==> src/rtl/wbps_pkg.sv <==
package wbps_pkg;

  localparam int PATTERN_MAX_DEF = 64;
  localparam int MAX_MATCHES_DEF = 256;
  localparam int BYTE_W          = 8;
  localparam int ENTRY_W         = BYTE_W + 1;  // {care, byte}
  localparam int OFFSET_W        = 32;
  localparam int STATUS_W        = 2;

  // input item kinds (tuser)
  localparam logic CMD_PATTERN = 1'b0;
  localparam logic CMD_DATA    = 1'b1;

  // result item kinds (tuser)
  localparam logic KIND_MATCH   = 1'b0;
  localparam logic KIND_SUMMARY = 1'b1;

  // summary status codes
  localparam logic [STATUS_W-1:0] ST_OK        = 2'd0;
  localparam logic [STATUS_W-1:0] ST_OVERFLOW  = 2'd1;
  localparam logic [STATUS_W-1:0] ST_NO_PAT    = 2'd2;
  localparam logic [STATUS_W-1:0] ST_TOO_LONG  = 2'd3;

  typedef struct packed {
    logic win_shift;  // advance the data window by one byte
    logic pat_shift;  // advance the pattern chain by one entry
  } cell_ctl_t;

endpackage

==> src/rtl/wildcard_byte_pattern_search.sv <==
// Wildcard byte pattern search. Send a pattern first (tuser = 0), one byte per
// item with its must-match flag, tlast on the final pattern byte; then send the
// data stream (tuser = 1), tlast on the final data byte. Every complete window
// whose start offset is at least start_offset and whose must-match bytes agree
// yields a match item carrying that start offset and the running count; the
// final data byte also yields a summary item with the count and a status (ok,
// too many matches, no pattern, pattern too long). Matches past MAX_MATCHES are
// dropped and flagged in the summary. A pattern byte arriving after a finished
// load starts a new pattern and clears the search. One item is taken per clock
// while the output stage has room: each item shifts one row of PATTERN_MAX cells,
// which compare every pattern position against the window in that same cycle.
// Results leave via a two-slot output stage; a data item that gives both a match
// and a summary holds in_tready low while the summary waits to drain. Write
// start_offset only while the block is idle.
module wildcard_byte_pattern_search #(
  parameter int PATTERN_MAX = wbps_pkg::PATTERN_MAX_DEF,
  parameter int MAX_MATCHES = wbps_pkg::MAX_MATCHES_DEF,
  parameter int CNT_W       = $clog2(MAX_MATCHES + 1),
  parameter int OUT_W       = ((wbps_pkg::OFFSET_W + CNT_W + wbps_pkg::STATUS_W + 1 + 7) / 8) * 8
) (
  input  logic                            clk,
  input  logic                            rst_n,
  // configuration
  input  logic                            cfg_wr_en,
  input  logic [wbps_pkg::OFFSET_W-1:0]   cfg_wr_data,   // start_offset
  // input items
  input  logic                            in_tvalid,
  output logic                            in_tready,
  input  logic [15:0]                     in_tdata,      // byte_value[7:0], care[8]
  input  logic                            in_tuser,      // cmd
  input  logic                            in_tlast,      // last
  // result items
  output logic                            out_tvalid,
  input  logic                            out_tready,
  output logic [OUT_W-1:0]                out_tdata,     // match_offset, match_count,
                                                         // status, final_res
  output logic                            out_tuser      // kind
);

  localparam int LEN_W = $clog2(PATTERN_MAX + 1);
  localparam int POS_W = wbps_pkg::OFFSET_W;

  // configuration register
  logic [POS_W-1:0] start_offset_r;

  // search state
  logic [LEN_W-1:0] len_r, len_nxt, len_base;
  logic             too_long_r, too_long_nxt;
  logic             loading_r, loading_nxt;
  logic [POS_W-1:0] pos_r, pos_nxt;
  logic [CNT_W-1:0] count_r, count_nxt, count_after;
  logic             ovf_r, ovf_nxt;

  // output stage: one visible slot plus one waiting summary
  logic             out_valid_r, out_valid_nxt;
  logic [OUT_W-1:0] out_data_r, out_data_nxt;
  logic             out_kind_r, out_kind_nxt;
  logic             pend_valid_r, pend_valid_nxt;
  logic [OUT_W-1:0] pend_data_r, pend_data_nxt;

  logic                        accept, is_pat, is_data, new_pat, pat_room;
  logic                        stream_clear, out_free;
  logic                        window_full, in_range, hit, cnt_room, emit_match, emit_sum;
  logic                        mismatch_any;
  logic [POS_W:0]              pos_plus;
  logic [POS_W-1:0]            win_start;
  logic [wbps_pkg::STATUS_W-1:0] sum_status;
  logic [OUT_W-1:0]            match_word, sum_word;
  wbps_pkg::cell_ctl_t         cell_ctl;

  assign out_free  = !out_valid_r || out_tready;
  assign in_tready = out_free && !pend_valid_r;
  assign accept    = in_tvalid && in_tready;
  assign is_pat    = in_tuser == wbps_pkg::CMD_PATTERN;
  assign is_data   = in_tuser == wbps_pkg::CMD_DATA;

  // a pattern byte outside a load opens a new pattern from length zero
  assign new_pat  = is_pat && !loading_r;
  assign len_base = new_pat ? '0 : len_r;
  assign pat_room = len_base < LEN_W'(PATTERN_MAX);

  assign cell_ctl.win_shift = accept && is_data;
  assign cell_ctl.pat_shift = accept && is_pat && pat_room;

  wbps_chain #(
    .PATTERN_MAX(PATTERN_MAX),
    .LEN_W      (LEN_W)
  ) u_chain (
    .clk         (clk),
    .ctl         (cell_ctl),
    .len         (len_r),
    .data_byte   (in_tdata[wbps_pkg::BYTE_W-1:0]),
    .pat_entry   (in_tdata[wbps_pkg::ENTRY_W-1:0]),
    .mismatch_any(mismatch_any)
  );

  // window start offset of the window completed by this data byte
  assign pos_plus    = {1'b0, pos_r} + (POS_W+1)'(1);
  assign window_full = pos_plus >= (POS_W+1)'(len_r);
  assign win_start   = POS_W'(pos_plus - (POS_W+1)'(len_r));
  assign in_range    = win_start >= start_offset_r;

  assign hit = accept && is_data && (len_r != '0) && !too_long_r &&
               window_full && in_range && !mismatch_any;
  assign cnt_room    = count_r < CNT_W'(MAX_MATCHES);
  assign emit_match  = hit && cnt_room;
  assign count_after = emit_match ? count_r + CNT_W'(1) : count_r;
  assign emit_sum    = accept && is_data && in_tlast;

  assign stream_clear = accept && (new_pat || (is_data && in_tlast));

  // summary status priority: no pattern, too long, overflow, ok
  always_comb begin
    if (len_r == '0) begin
      sum_status = wbps_pkg::ST_NO_PAT;
    end else if (too_long_r) begin
      sum_status = wbps_pkg::ST_TOO_LONG;
    end else if (ovf_r || (hit && !cnt_room)) begin
      sum_status = wbps_pkg::ST_OVERFLOW;
    end else begin
      sum_status = wbps_pkg::ST_OK;
    end
  end

  assign match_word = OUT_W'({1'b0, wbps_pkg::ST_OK, count_after, win_start});
  assign sum_word   = OUT_W'({1'b1, sum_status, count_after, POS_W'(0)});

  // search state update
  always_comb begin
    len_nxt      = len_r;
    too_long_nxt = too_long_r;
    loading_nxt  = loading_r;
    pos_nxt      = pos_r;
    count_nxt    = count_r;
    ovf_nxt      = ovf_r;
    if (accept && is_pat) begin
      len_nxt      = pat_room ? len_base + LEN_W'(1) : len_base;
      too_long_nxt = (new_pat ? 1'b0 : too_long_r) || !pat_room;
      loading_nxt  = !in_tlast;
    end
    if (accept && is_data) begin
      loading_nxt = 1'b0;
      // saturate at the top of the offset range
      pos_nxt     = pos_plus[POS_W] ? pos_r : pos_plus[POS_W-1:0];
      count_nxt   = count_after;
      if (hit && !cnt_room) begin
        ovf_nxt = 1'b1;
      end
    end
    if (stream_clear) begin
      pos_nxt   = '0;
      count_nxt = '0;
      ovf_nxt   = 1'b0;
    end
  end

  // output stage: drain the waiting summary first, then load new results
  always_comb begin
    out_valid_nxt  = out_valid_r;
    out_data_nxt   = out_data_r;
    out_kind_nxt   = out_kind_r;
    pend_valid_nxt = pend_valid_r;
    pend_data_nxt  = pend_data_r;
    if (out_free) begin
      out_valid_nxt = 1'b0;
      if (pend_valid_r) begin
        out_valid_nxt  = 1'b1;
        out_data_nxt   = pend_data_r;
        out_kind_nxt   = wbps_pkg::KIND_SUMMARY;
        pend_valid_nxt = 1'b0;
      end else if (emit_match) begin
        out_valid_nxt  = 1'b1;
        out_data_nxt   = match_word;
        out_kind_nxt   = wbps_pkg::KIND_MATCH;
        pend_valid_nxt = emit_sum;
        pend_data_nxt  = sum_word;
      end else if (emit_sum) begin
        out_valid_nxt = 1'b1;
        out_data_nxt  = sum_word;
        out_kind_nxt  = wbps_pkg::KIND_SUMMARY;
      end
    end
  end

  always_ff @(posedge clk) begin
    if (!rst_n) begin
      start_offset_r <= '0;
      len_r          <= '0;
      too_long_r     <= 1'b0;
      loading_r      <= 1'b0;
      pos_r          <= '0;
      count_r        <= '0;
      ovf_r          <= 1'b0;
      out_valid_r    <= 1'b0;
      pend_valid_r   <= 1'b0;
    end else begin
      if (cfg_wr_en) begin
        start_offset_r <= cfg_wr_data;
      end
      len_r        <= len_nxt;
      too_long_r   <= too_long_nxt;
      loading_r    <= loading_nxt;
      pos_r        <= pos_nxt;
      count_r      <= count_nxt;
      ovf_r        <= ovf_nxt;
      out_valid_r  <= out_valid_nxt;
      pend_valid_r <= pend_valid_nxt;
    end
  end

  // payload registers, no reset
  always_ff @(posedge clk) begin
    out_data_r  <= out_data_nxt;
    out_kind_r  <= out_kind_nxt;
    pend_data_r <= pend_data_nxt;
  end

  assign out_tvalid = out_valid_r;
  assign out_tdata  = out_data_r;
  assign out_tuser  = out_kind_r;

endmodule

==> src/rtl/wbps_cell.sv <==
module wbps_cell #(
  parameter int IDX   = 0,
  parameter int LEN_W = 7
) (
  input  logic                         clk,
  input  wbps_pkg::cell_ctl_t          ctl,
  input  logic [LEN_W-1:0]             len,
  input  logic [wbps_pkg::BYTE_W-1:0]  win_in,
  input  logic [wbps_pkg::ENTRY_W-1:0] pat_in,
  output logic [wbps_pkg::BYTE_W-1:0]  win_out,
  output logic [wbps_pkg::ENTRY_W-1:0] pat_out,
  output logic                         mismatch
);

  logic [wbps_pkg::BYTE_W-1:0]  win_r;
  logic [wbps_pkg::ENTRY_W-1:0] pat_r;
  logic                         active;

  always_ff @(posedge clk) begin
    if (ctl.win_shift) begin
      win_r <= win_in;
    end
    if (ctl.pat_shift) begin
      pat_r <= pat_in;
    end
  end

  // compare against the byte that lands here on this shift
  assign active   = LEN_W'(IDX) < len;
  assign mismatch = active && pat_r[wbps_pkg::BYTE_W] &&
                    (pat_r[wbps_pkg::BYTE_W-1:0] != win_in);
  assign win_out  = win_r;
  assign pat_out  = pat_r;

endmodule

==> src/rtl/wbps_chain.sv <==
module wbps_chain #(
  parameter int PATTERN_MAX = wbps_pkg::PATTERN_MAX_DEF,
  parameter int LEN_W       = $clog2(PATTERN_MAX + 1)
) (
  input  logic                         clk,
  input  wbps_pkg::cell_ctl_t          ctl,
  input  logic [LEN_W-1:0]             len,
  input  logic [wbps_pkg::BYTE_W-1:0]  data_byte,
  input  logic [wbps_pkg::ENTRY_W-1:0] pat_entry,
  output logic                         mismatch_any
);

  logic [wbps_pkg::BYTE_W-1:0]  win_link [PATTERN_MAX+1];
  logic [wbps_pkg::ENTRY_W-1:0] pat_link [PATTERN_MAX+1];
  logic [PATTERN_MAX-1:0]       mis;

  assign win_link[0] = data_byte;
  assign pat_link[0] = pat_entry;

  // cell k holds pattern entry len-1-k and compares it with window byte len-1-k
  for (genvar k = 0; k < PATTERN_MAX; k++) begin : g_cell
    wbps_cell #(
      .IDX  (k),
      .LEN_W(LEN_W)
    ) u_cell (
      .clk     (clk),
      .ctl     (ctl),
      .len     (len),
      .win_in  (win_link[k]),
      .pat_in  (pat_link[k]),
      .win_out (win_link[k+1]),
      .pat_out (pat_link[k+1]),
      .mismatch(mis[k])
    );
  end

  assign mismatch_any = |mis;

endmodule
==> config.mk <==
export PLATFORM = sky130hd
export DESIGN_NAME = wildcard_byte_pattern_search
export DESIGN_NICKNAME = d
export VERILOG_FILES = /design/src/rtl/wbps_pkg.sv /design/src/rtl/wildcard_byte_pattern_search.sv /design/src/rtl/wbps_cell.sv /design/src/rtl/wbps_chain.sv
export SDC_FILE = /design/constraint.sdc
export NUM_CORES = 1
export LEC_CHECK = 0
export BUFFER_PORTS_ARGS = -buffer_cell sky130_fd_sc_hd__buf_2
export CORE_MARGIN = 10
export CORE_UTILIZATION = 40
export DETAILED_ROUTE_END_ITERATION = 7
export PLACE_DENSITY = 0.62
export SYNTH_ARGS = -nofsm -noshare
export SYNTH_HDL_FRONTEND = slang
export SYNTH_HIERARCHICAL = 1
export SYNTH_SLANG_ARGS = --single-unit
==> constraint.sdc <==
create_clock -name clk -period 37.8 [get_ports clk]
set_input_delay 1.89 -clock clk [delete_from_list [all_inputs] [get_ports clk]]
set_output_delay 1.89 -clock clk [all_outputs]
set_load 0.005 [all_outputs]
After elaboration in Yosys (flattened, before gate mapping)
Cells that the tools add are included. W data, S select, Z words.

Register bits: 1221.

Bitwise operators: 4. $add $sub $neg: 4. Muxes and demuxes: 17. Equal/unequal tests: 64. Order comparisons: 68. Reductions and logical operators: 166.

Operators with widths (number): $ne A8 B8 Y1 (64); $lt A6 B7 Y1 const A (32); $logic_and A1 B1 Y1 (144); $lt A5 B7 Y1 const A (16); $mux W44 (2); $reduce_or A64 Y1 (1); $lt A4 B7 Y1 const A (8); $mux W43 (1); $add A32 B1 Y33 const B (1); $ge A33 B7 Y1 (1); $ge A32 B32 Y1 (1); $sub A32 B7 Y32 (1); $lt A3 B7 Y1 const A (4); $lt A1 B7 Y1 const A (2); $lt A2 B7 Y1 const A (2); $mux W7 (2); $add A9 B1 Y9 const B (1); $lt A9 B9 Y1 const B (1); $mux W1 (9); $mux W9 (1); $logic_not A1 Y1 (8); $add A7 B1 Y7 const B (1); $logic_not A7 Y1 (1); $lt A7 B7 Y1 const B (1); 8 further kinds (18).

Logic depth before layout (Yosys ltp)
Word-level depth: 18. Mapped depth: 23. Depth with buffers taken out: 22.

Hierarchy
The synthesis kept the hierarchy.

Modules (own cells, without submodules): wildcard_byte_pattern_search (area an instance 8109.0 µm², cells an instance 868, seq. area each 3353.2 µm², instances 1); wbps_cell (u_chain.g_cell[21].u_cell ...) (area an instance 619.3 µm², cells an instance 31, seq. area each 510.5 µm², instances 6); wbps_cell (u_chain.g_cell[37].u_cell ...) (area an instance 618.1 µm², cells an instance 31, seq. area each 510.5 µm², instances 6); wbps_cell (u_chain.g_cell[4].u_cell ...) (area an instance 616.8 µm², cells an instance 31, seq. area each 510.5 µm², instances 4); wbps_cell (u_chain.g_cell[29].u_cell ...) (area an instance 614.3 µm², cells an instance 30, seq. area each 510.5 µm², instances 4); wbps_cell (u_chain.g_cell[13].u_cell ...) (area an instance 613.1 µm², cells an instance 30, seq. area each 510.5 µm², instances 4); wbps_cell (u_chain.g_cell[11].u_cell ...) (area an instance 611.8 µm², cells an instance 30, seq. area each 510.5 µm², instances 4); wbps_cell (u_chain.g_cell[12].u_cell ...) (area an instance 616.8 µm², cells an instance 30, seq. area each 510.5 µm², instances 3); wbps_cell (u_chain.g_cell[14].u_cell ...) (area an instance 615.6 µm², cells an instance 30, seq. area each 510.5 µm², instances 3); wbps_cell (u_chain.g_cell[23].u_cell ...) (area an instance 610.6 µm², cells an instance 30, seq. area each 510.5 µm², instances 3); wbps_cell (u_chain.g_cell[2].u_cell ...) (area an instance 623.1 µm², cells an instance 30, seq. area each 510.5 µm², instances 2); wbps_cell (u_chain.g_cell[0].u_cell ...) (area an instance 621.8 µm², cells an instance 30, seq. area each 510.5 µm², instances 2); wbps_cell (u_chain.g_cell[20].u_cell ...) (area an instance 621.8 µm², cells an instance 32, seq. area each 510.5 µm², instances 2); wbps_cell (u_chain.g_cell[47].u_cell ...) (area an instance 609.3 µm², cells an instance 30, seq. area each 510.5 µm², instances 2); 20 more rows.

Worst setup path before layout
No wires, ideal clock.

Path kind: input -> register. From: input out_tready. To: register len_r[2]. Arrival: 32591 ps. Stages on the path: 8. Required time: 37660 ps. Path buffers: 0. Setup slack: 5069 ps. Cell sequence: nor2b_1 -> nor2_1 -> nand2_1 -> or2_2 -> a21oi_1 -> nand2_1 -> xnor2_1 -> nor2_1.

Cells in the longest elaborated chain, start to end: 4.

Ends and longest elaborated chain: from (decl) (line wildcard_byte_pattern_search.sv:34) `input logic out_tready,`; $logic_or A1 B1 Y1 (line wildcard_byte_pattern_search.sv:71) `assign out_free = !out_valid_r || out_tready;`; $logic_and A1 B1 Y1 (line wildcard_byte_pattern_search.sv:72) `assign in_tready = out_free && !pend_valid_r;`; via in_tready (line wildcard_byte_pattern_search.sv:28) `output logic in_tready,`; $logic_and A1 B1 Y1 (line wildcard_byte_pattern_search.sv:73) `assign accept = in_tvalid && in_tready;`; $logic_and A1 B1 Y1 (line wildcard_byte_pattern_search.sv:136) `if (accept && is_pat) begin`; to (signal assigned) (line wildcard_byte_pattern_search.sv:200) `len_r <= len_nxt;`; to (decl) (line wildcard_byte_pattern_search.sv:47) `logic [LEN_W-1:0] len_r, len_nxt, len_base;`.

The timed path passes the listed nets, and every way through them passes these cells. A chain may end at the register's enable or synchronous reset.

Final worst setup path
From: register len_r[1]. To: register out_data_r[17] (netlist: out_tdata[17]), enable pin.

Cells in the longest elaborated chain, start to end: 9.

Ends and longest elaborated chain: parallel branches: the longest is 5 deep, another holds $sub A32 B7 Y32; $logic_and A1 B1 Y1 * (line wildcard_byte_pattern_search.sv:104) `window_full && in_range && !mismatch_any;`; $logic_and A1 B1 Y1 * (line wildcard_byte_pattern_search.sv:106) `assign emit_match = hit && cnt_room;`; $reduce_bool A3 Y1 (no line) *; $reduce_and A2 Y1 (no line) *; to (signal assigned) (line wildcard_byte_pattern_search.sv:213) `out_data_r <= out_data_nxt;`; to (decl) (line wildcard_byte_pattern_search.sv:56) `logic [OUT_W-1:0] out_data_r, out_data_nxt;`.

Mark *: on every way between the ends.

==> out/summary.log <==
INFO  status         status=finished, final reports clean
INFO  clock_tree     numCtsBuffers=121
INFO  detailed_routing finalWirelength=87.5mm
INFO  finish         mostFrequentLayoutCell=sky130_fd_sc_hd__edfxtp_1
INFO  pwr            power_per_cell_area=52.7nW/um^2
INFO  sta            minimum_period_implied_by_the_final_worst_setup_slack=6.73ns
INFO  setup_path     timing.critical_path.from_type=register
INFO  sta            fin_hold_ws=0.393ns
INFO  floorplan      num_io_pins=106
INFO  finish         area_growth_syn_to_layout=13.3%
INFO  global_routing gr-total-overflow=0
INFO  clock_tree     htreeDepth=3
INFO  pwr            ir_drop=0.0418mV
INFO  sta            max_freq=0.149GHz
INFO  sta            timing.slew.headroom=0.307
INFO  detailed_routing drtAntennaViolNets=0
INFO  finish         final_cell_mix=sky130_fd_sc_hd__edfxtp_1 (1135), sky130_fd_sc_hd__xor2_1 (429), sky130_fd_sc_hd__xnor2_1 (176)
INFO  finish         layout.filler_cells=10200
INFO  clock_tree     holdBufCountCts=0
INFO  detailed_routing route.vias.total=23700
INFO  place          io_buffer_count=94
INFO  floorplan      chipHeight=365um
INFO  place          hpwlAfterDp=53.5mm
INFO  clock_tree     cts_resized=0
INFO  finish         ratio_of_cells_with_drive_above_1_in_the_final_layout=0.112
INFO  pwr            clock_power_share=0.407
INFO  global_routing grt_pass1_vias=23800
INFO  detailed_routing detail_route.vias_per_cell=5.09
INFO  run            maxCapViolations=0
INFO  clock_tree     clock_insertion_delay_at_the_later_pin_of_the_skew_report=0.75ns
INFO  floorplan      floorplan.initialDensity=0.402
INFO  pwr            power.switching=605uW
INFO  synth          netlist_area=47500squm
INFO  sta            timing.clock.skew=0.0814ns
INFO  setup_path     cp_data_required_time=38.17ns
INFO  clock_tree     tritoncts_clock_tree=done
INFO  setup_path     critPathMaxFanout=52
INFO  finish         fin_util=0.456
INFO  clock_tree     clockRootBuffer=sky130_fd_sc_hd__clkbuf_16
INFO  pwr            power.static_leakage=18.2nW
INFO  pwr            internal-power=2.23mW
INFO  sta            maxSlewViolCount=0
INFO  synth          ys.warnings.count=6
INFO  sta            timing.final.hold_violations=0
INFO  clock_tree     cts-root-to-sink-buffers=3
INFO  clock_tree     clkTransAtPathRegs=0.06ns
INFO  detailed_routing post-route-drc-count=0
INFO  global_routing grt_max_degree=166
INFO  hold_path      worst_hold_path_type=reg2reg
INFO  setup_path     worstPathArrival=7.09ns
INFO  pwr            switching_share=0.213
INFO  global_routing grt_first_pass_wirelength=135mm
INFO  synth          synthesis.area_per_instance=16.8squm
INFO  sta            finalCritPeriodShare=0.178
INFO  sta            rsz0062_at_grt=no
INFO  floorplan      floorplan.die_area=133000squm
INFO  floorplan      core_ar=118000squm
INFO  place          gpl.final_weighted_congestion=0.789
INFO  setup_path     setup.worst_path.class=reg2reg
INFO  pwr            comb_power_share=0.038
INFO  detailed_routing wire_per_inst=18.8um
INFO  clock_tree     postCtsSetupRepairBufs=0
INFO  finish         layout.nets=3129
INFO  detailed_routing detail_route.first_pass.iterations=5
INFO  sta            worst_pin_slew=1.04ns
INFO  floorplan      floorplan.rows=126
INFO  setup_path     endpoint_kind=register
INFO  sta            total_negative_setup_slacks=0ns
INFO  global_routing antenna_violations_before_repair=1
INFO  detailed_routing initialDrtViolationCount=1918
INFO  global_routing grtUsageTotal=0.128
INFO  synth          post_synth_inst_count=2832
INFO  floorplan      die_width=365um
INFO  finish         num_antenna_cells=0
INFO  clock_tree     clock_sink_count=1220
INFO  pwr            power.share.sequential=0.554
INFO  sta            finalSetupViolCount=0
-- final timing paths --
path,to,cells after the start,start,slack (ns)
max,out_tdata[17],21,len_r[1],31.07
min reg2reg,u_chain/g_cell[62].u_cell/pat_out[8],0,u_chain/g_cell[61].u_cell/pat_out[8],0.39
min,u_chain/g_cell[62].u_cell/pat_out[8],0,u_chain/g_cell[61].u_cell/pat_out[8],0.39
max reg2reg,out_tdata[17],21,len_r[1],31.07
-- power by group through the flow --
stage / combinational (mW) / sequential, mW / clock [mW]
after floorplan: 0.0753 / 1.64 / 0
after global placement: 0.112 / 1.60 / 0
after detailed placement: 0.112 / 1.60 / 0
after CTS: 0.113 / 1.57 / 1.19
after global routing: 0.123 / 1.58 / 1.24
final: 0.109 / 1.57 / 1.16
-- sequential cells by signal, summed over array words and instances, names as in the netlist, 7 cells and up --
register                       flops
out_tdata                         43
pend_data_r                       11
count_r                            9
pos_r                             32
len_r                              7
u_chain/g_cell.u_cell/win_out    504
start_offset_r                    32
u_chain/g_cell.u_cell/pat_out    576
-- routing by layer --
metal  GRT usage  wire length, um  vias up
li1            -                -    11100
met1       0.168            37800    11900
met2       0.210            41800      590
met3      0.0314             5710      169
met4      0.0387             2210        0
met5           0                0        -
-- area by class of cell --
cell class              instances  area [sq um]  share of cell area
clock buffers                 154          3170              0.0589
clock inverters                67           688              0.0128
inverters                      63           244             0.00453
multi-input cells            1502         11300               0.210
flip-flops and latches       1220         35800               0.665
well taps                    1536          1920              0.0357
repair buffers                123           713              0.0132
-- worst max-delay path: stages (launching register included) --
cell,delay (ns)
sky130_fd_sc_hd__dfxtp_2,0.31
sky130_fd_sc_hd__buf_4,0.63
sky130_fd_sc_hd__inv_1,0.19
sky130_fd_sc_hd__ha_1,0.35
sky130_fd_sc_hd__nor2b_1,0.13
sky130_fd_sc_hd__o21ai_0,0.21
sky130_fd_sc_hd__a21o_1,0.17
sky130_fd_sc_hd__a31oi_1,0.15
sky130_fd_sc_hd__or3_1,0.52
sky130_fd_sc_hd__nor3_1,0.37
sky130_fd_sc_hd__mux2i_1,0.26
sky130_fd_sc_hd__xor2_1,0.38
sky130_fd_sc_hd__ha_1,0.20
sky130_fd_sc_hd__and3_1,0.17
sky130_fd_sc_hd__nand2_1,0.06
sky130_fd_sc_hd__a31o_2,0.23
sky130_fd_sc_hd__a2111oi_0,0.41
sky130_fd_sc_hd__a21oi_1,0.21
sky130_fd_sc_hd__nor2_1,0.23
sky130_fd_sc_hd__o21ai_4,0.26
sky130_fd_sc_hd__a31oi_4,0.39
sky130_fd_sc_hd__buf_4,0.48
-- stage by stage --
stage                     setup slack (ns)  cell area (sq um)  cells  power, mW
final                                31.07              53800   4665       2.84
after global routing                 30.51              53800   4665       2.94
after CTS                            31.06              53800   4665       2.87
after detailed placement             30.95              50000   4444       1.71
after global placement               30.95              50000   4444       1.71
after floorplan                       5.07              47500   2835       1.71
Note: power is estimated with default switching activity, not from simulation.
